## src/sv/xtn_pkg.sv

```systemverilog
// ----------------------------------------------------------------------------
// xtn_pkg
// Shared types and codes of the XML tag nesting checker: line phases, status
// codes and the result record that travels through the output queue.
// ----------------------------------------------------------------------------
package xtn_pkg;

    // Per-line parser phase
    typedef enum logic [3:0] {
        PH_START   = 4'd0,
        PH_PR_Q    = 4'd1,
        PH_PR_SCAN = 4'd2,
        PH_PR_EQ   = 4'd3,
        PH_PR_VAL  = 4'd4,
        PH_PR_FREE = 4'd5,
        PH_SEL     = 4'd6,
        PH_CM2     = 4'd7,
        PH_CM3     = 4'd8,
        PH_CM_BODY = 4'd9,
        PH_CL_NAME = 4'd10,
        PH_OP_NAME = 4'd11,
        PH_OP_BODY = 4'd12,
        PH_DONE    = 4'd13
    } t_phase;

    // Status codes reported per line and per document
    typedef enum logic [3:0] {
        ST_OK          = 4'd0,
        ST_PR_QUOTE    = 4'd1,
        ST_PR_CLOSE    = 4'd2,
        ST_CM_OPEN     = 4'd3,
        ST_CM_CLOSE    = 4'd4,
        ST_TAG_OPEN    = 4'd5,
        ST_MISMATCH    = 4'd6,
        ST_UNTERM      = 4'd7,
        ST_OVERFLOW    = 4'd8,
        ST_NAME_LONG   = 4'd9,
        ST_DOC_OK      = 4'd10,
        ST_UNBALANCED  = 4'd11,
        ST_RSV12       = 4'd12,
        ST_RSV13       = 4'd13,
        ST_RSV14       = 4'd14,
        ST_RSV15       = 4'd15
    } t_status;

    // Character codes
    localparam logic [7:0] CH_LF    = 8'd10;
    localparam logic [7:0] CH_LT    = 8'h3C;
    localparam logic [7:0] CH_GT    = 8'h3E;
    localparam logic [7:0] CH_QMARK = 8'h3F;
    localparam logic [7:0] CH_EXCL  = 8'h21;
    localparam logic [7:0] CH_DASH  = 8'h2D;
    localparam logic [7:0] CH_SLASH = 8'h2F;
    localparam logic [7:0] CH_EQ    = 8'h3D;
    localparam logic [7:0] CH_QUOTE = 8'h22;

    // One result transaction
    typedef struct packed {
        logic [15:0] line_number;
        t_status     status;
        logic [4:0]  open_depth;
        logic        last_result;
    } t_result;

    // One push request into the output queue
    typedef struct packed {
        logic    vld;
        t_result res;
    } t_push;

endpackage

```

## src/sv/xtn_out_fifo.sv

```systemverilog
// ----------------------------------------------------------------------------
// xtn_out_fifo
// Four-entry result queue taking up to two pushes per cycle.
// ----------------------------------------------------------------------------
module xtn_out_fifo
    import xtn_pkg::*;
(
    input  logic       i_clk,
    input  logic       i_rst_n,
    input  t_push      i_push0,
    input  t_push      i_push1,
    input  logic       i_pop,
    output t_result    o_head,
    output logic [2:0] o_count
);

    t_result    mem [4];
    logic [1:0] r_wp, n_wp;
    logic [1:0] r_rp, n_rp;
    logic [2:0] r_cnt, n_cnt;
    logic [1:0] wp1;

    // Second push lands behind the first one
    assign wp1 = r_wp + {1'b0, i_push0.vld};

    always_comb begin
        n_wp  = r_wp + {1'b0, i_push0.vld} + {1'b0, i_push1.vld};
        n_rp  = r_rp + {1'b0, i_pop};
        n_cnt = r_cnt + {2'b0, i_push0.vld} + {2'b0, i_push1.vld} - {2'b0, i_pop};
    end

    // Advance pointers
    always_ff @(posedge i_clk) begin
        if (!i_rst_n) begin
            r_wp  <= '0;
            r_rp  <= '0;
            r_cnt <= '0;
        end else begin
            r_wp  <= n_wp;
            r_rp  <= n_rp;
            r_cnt <= n_cnt;
        end
    end

    // Store results
    always_ff @(posedge i_clk) begin
        if (i_push0.vld) begin
            mem[r_wp] <= i_push0.res;
        end
        if (i_push1.vld) begin
            mem[wp1] <= i_push1.res;
        end
    end

    assign o_head  = mem[r_rp];
    assign o_count = r_cnt;

endmodule

```

## config.mk

```make
export PLATFORM = sky130hd
export DESIGN_NAME = xtn_out_fifo
export DESIGN_NICKNAME = d
export VERILOG_FILES = /design/src/sv/xtn_pkg.sv /design/src/sv/xtn_out_fifo.sv
export SDC_FILE = /design/constraint.sdc
export NUM_CORES = 1
export LEC_CHECK = 0
export BUFFER_PORTS_ARGS = -buffer_cell sky130_fd_sc_hd__buf_2
export CORE_MARGIN = 2
export CORE_UTILIZATION = 49
export CTS_CLUSTER_DIAMETER = 80
export CTS_CLUSTER_SIZE = 25
export DETAILED_ROUTE_END_ITERATION = 10
export HOLD_SLACK_MARGIN = 0.02
export PLACE_DENSITY_LB_ADDON = 0.25
export SLEW_MARGIN = 30
export SYNTH_ARGS = -nofsm -noshare
export SYNTH_HDL_FRONTEND = slang
export SYNTH_SLANG_ARGS = --single-unit
```

## constraint.sdc

```tcl
create_clock -name i_clk -period 3.6 [get_ports i_clk]
set_clock_uncertainty 0.05 [all_clocks]
set_input_delay 0.36 -clock i_clk [delete_from_list [all_inputs] [get_ports i_clk]]
set_output_delay 0.36 -clock i_clk [all_outputs]
set_load 0.01 [all_outputs]
```

### Word-level counts from Yosys, hierarchy flattened

Memory sizes are Yosys's and may differ from the RTL's. A register that Yosys moved wholly into a read port is not among the register bits.
Cells that the tools add are included.

* add/subtract/negate cells: 6
* muxes and demuxes: 5

Operator list (number)
* 2-bit by 1-bit adder with 2-bit output: 3
* 3-bit by 1-bit adder with 3-bit output: 2
* 1-bit 2-to-1 mux: 4
* 3-bit by 1-bit subtractor with 3-bit output: 1
* 2-bit 2-to-1 mux: 1

* memories kept: 1
* output and inout bits: 29
* RAM bits: 104
* word-level logic and storage cells: 15
* register bits after elaboration: 7

Memory list
* mem: words 4, width 26, read ports 1, clocked after Yosys merged registers in 1, write ports 2, RTL line xtn_out_fifo.sv:17 `t_result mem [4];`

### Depth between registers and ports, before layout

* word-level depth: 3
* gate-level depth with buffers: 8
* gate-level depth less buffers: 8

### Least setup slack after synthesis

No wires, ideal clock.

* path type: reg2reg
* start point: register r_wp[1]
* end point: memory mem[0][0] in the netlist's numbering, enable pin
* clock period less this slack: 2.890 ns
* stages on the path, launching flop included: 3
* path slack: 0.710 ns
* arrival: 2.395 ns
* library setup time: 0.445 ns
* path through: dfxtp_1 -> nand2b_1 -> o21ai_0

RTL lines
* from (decl): RTL line xtn_out_fifo.sv:18 `logic [1:0] r_wp, n_wp;`
* from (signal assigned): RTL line xtn_out_fifo.sv:39 `r_wp <= n_wp;`
* to (decl): RTL line xtn_out_fifo.sv:17

==> results.md <==
* Hold Vio Cnt, Final at 0
* Chip Height at 110.0 um
* Reg2Reg Capture Point: mem[2][15]
* Worst setup SP type: register
* CTS resizes at 0
* WL per Instance at 20.76 um
* Status: completed
* DR vias/cell at 5.605
* TritonRoute pass-1 iters at 4
* CTS Buf Count at 9
* Post-synth ARST share at 0%
* GP Congestion at 0.7256
* Antenna violations before repair at 0
* Worst VDD drop at 0.3643 mV
* CTS tree: done
* PwrDens at 557.1 nW/um^2
* Final ANT Viol Nets at 0
* Crit path kind: reg2out
* Sequential area share after synthesis at 59.22%
* Setup violators final at 0
* Fin crit period at 2.571 ns
* PortBufs at 85
* Total Die Area at 12110 um^2
* Clock Sinks at 111
* Synthesized instance count at 291
* CP endpoint kind: output pin
* Vias in the first global route at 3134
* Core region area at 10890 um^2
* CP max FO at 14
* # DRC at 0
* WP data arrival at 2.16 ns
* First-pass GRT wire length at 16860 um
* Hold Path Stages at 2
* WP data required at 3.19 ns
* Synth top area share at 56.68%
* Hold buffers post-CTS at 0
* Worst R2R Setup Slack at 1.09 ns
* Post-synthesis cell area at 5510 um^2
* Syn-to-layout area delta at 15.44%
* Setup ws final at 1.029 ns
* Most common flop cell mapped by yosys: edfxtp_1
* I/O pin count at 86
* Register bit total from synthesis at 111
* Htree depth at 3
* Area contributors post-synth: edfxtp_1, mux2_2, mux4_2
* Initial DRC count at 90
* Diodes inserted at 0
* Clock-pin slew on the worst setup and hold paths at 0.10 ns
* Largest area contributor in the netlist: edfxtp_1
* Initial cell density of the core at 50.61%
* Max-Cap Viols at 0
* Later-pin clock latency in the skew report at 0.36 ns
* Unique masters post-synth at 25
* Tot GR Track Use at 19.19%
* Relative slew slack at 36.51%
* Hold Startpoint: i_rst_n
* Max Freq at 0.3889 GHz
* Yosys warns at 0
* CTS Buffer Depth at 2
* Synth Net Count at 354
* Total global routing overflow at 0
* Worst slew pin tran at 0.9487 ns
* Dpl hpwl at 7192 um
* Top post-synthesis cells by count: edfxtp_1, mux2_2, mux4_2, mux2_4, buf_6
* Hold EP: o_count[1]
* # Post-CTS Setup Buffers at 0
* Clock root buffer: clkbuf_8
* Worst slack at placement at 1.051 ns
* Pleak at 2.333 nW
* Routed wire length at 10920 um
* Final worst path period share at 71.43%
* R2R cell count at 5
* Layout cells sized above 1 at 63.73%
* Final net count at 444
* FF-to-FF Start: r_wp[0]
* Largest net degree at the start of global routing at 28
* Number of synthesized flops with an enable pin at 104
* Die Width at 110.0 um
* HP Class: in2reg
* Fin Setup TNS at 0 ns
* Count leader, synth: edfxtp_1
* Row Count at 38
* Vias at 2948
* Tot Pwr at 3.544 mW
* Unrepaired setup endpoints after global routing: no
* Final Slew Violations at 0
* Post-synthesis area per instance at 18.94 um^2
==> layout make-up <==
class                           count  area (um^2)
Fill cell                         840         4527
Sequential cell                   111         3266
Clock inverter                      7        110.1
Inverter                            5        18.77
Timing Repair Buffer               93        505.5
Clock buffer                        9        123.9
Tap cell                          140        175.2
Multi-Input combinational cell    161         2162
==> critical path, stage by stage (launching register included) <==
cell	delay (ns)
dfxtp_2	0.67
buf_4	0.39
mux4_2	0.57
buf_2	0.16
==> per-layer routing <==
| metal | GRT usage, % | part of all wire (%) | up-vias |
|---|---|---|---|
| met4 | 5.967 | 0.93 | 0 |
| met3 | 2.587 | 5.2 | 7 |
| li1 | - | - | 1343 |
| met1 | 25.99 | 42 | 1511 |
| met2 | 32.34 | 52 | 87 |
| met5 | 0 | 0 | - |
==> stage by stage <==
stage	instance area, um^2	instances	util, %	hold WS, ns
finish	6361	526	58.42	0.2216
global route	6361	526	58.42	0.2356
CTS	6334	525	58.17	0.2086
detailed placement	6100	509	56.02	0.6002
global placement	6100	509	56.02	0.5766
floorplan	5510	291	-	0.4317
==> registers in the layout (all words and copies together), names as in the netlist <==
register / cells
mem: 104
o_count: 3
r_rp: 2
r_wp: 2
==> cell usage in the layout, fill, tap and decap left out, drive strengths merged <==
master,instances
clkbuf,9
clkinv,3
bufinv,3
o22ai,2
and2,7
inv,6
nand2,4
nor2,2
edfxtp,104
mux2,104
ha,4
fa,2
dfxtp,7
buf,93
nand2b,1
mux4,26
xor2,2
xnor2,4
nor2b,1
o21ai,2
==> worst max-delay path by stage <==
stage,startpoint,to
finish,r_rp[0],o_head[5]
detailed placement,r_wp[0],mem[2][6]
floorplan,r_wp[1],mem[0][0]
global placement,i_push0[26],mem[2][14]
global route,r_rp[0],o_head[5]
CTS,r_rp[0],o_head[24]
==> cell families (layout without fill, tap and decap cells) <==
logic type | Yosys count | after routing | synth area share (%)
buffers and inverters | 19 | 114 | 2.452
AND/OR/NAND/NOR | 15 | 15 | 1.885
flip-flops | 111 | 111 | 59.22
adder cells (fa/ha/maj) | 6 | 6 | 1.635
AO/OA/AOI/OAI | 4 | 4 | 0.4087
multiplexers | 130 | 130 | 33.17
XOR/XNOR | 6 | 6 | 1.226
==> report_power, final <==
part / internal (mW) / switching, mW
logic: 0.449 / 0.448
clock network: 0.458 / 0.417
registers: 1.69 / 0.0803
total: 2.60 / 0.946
Power figures use the tool's default switching activity.
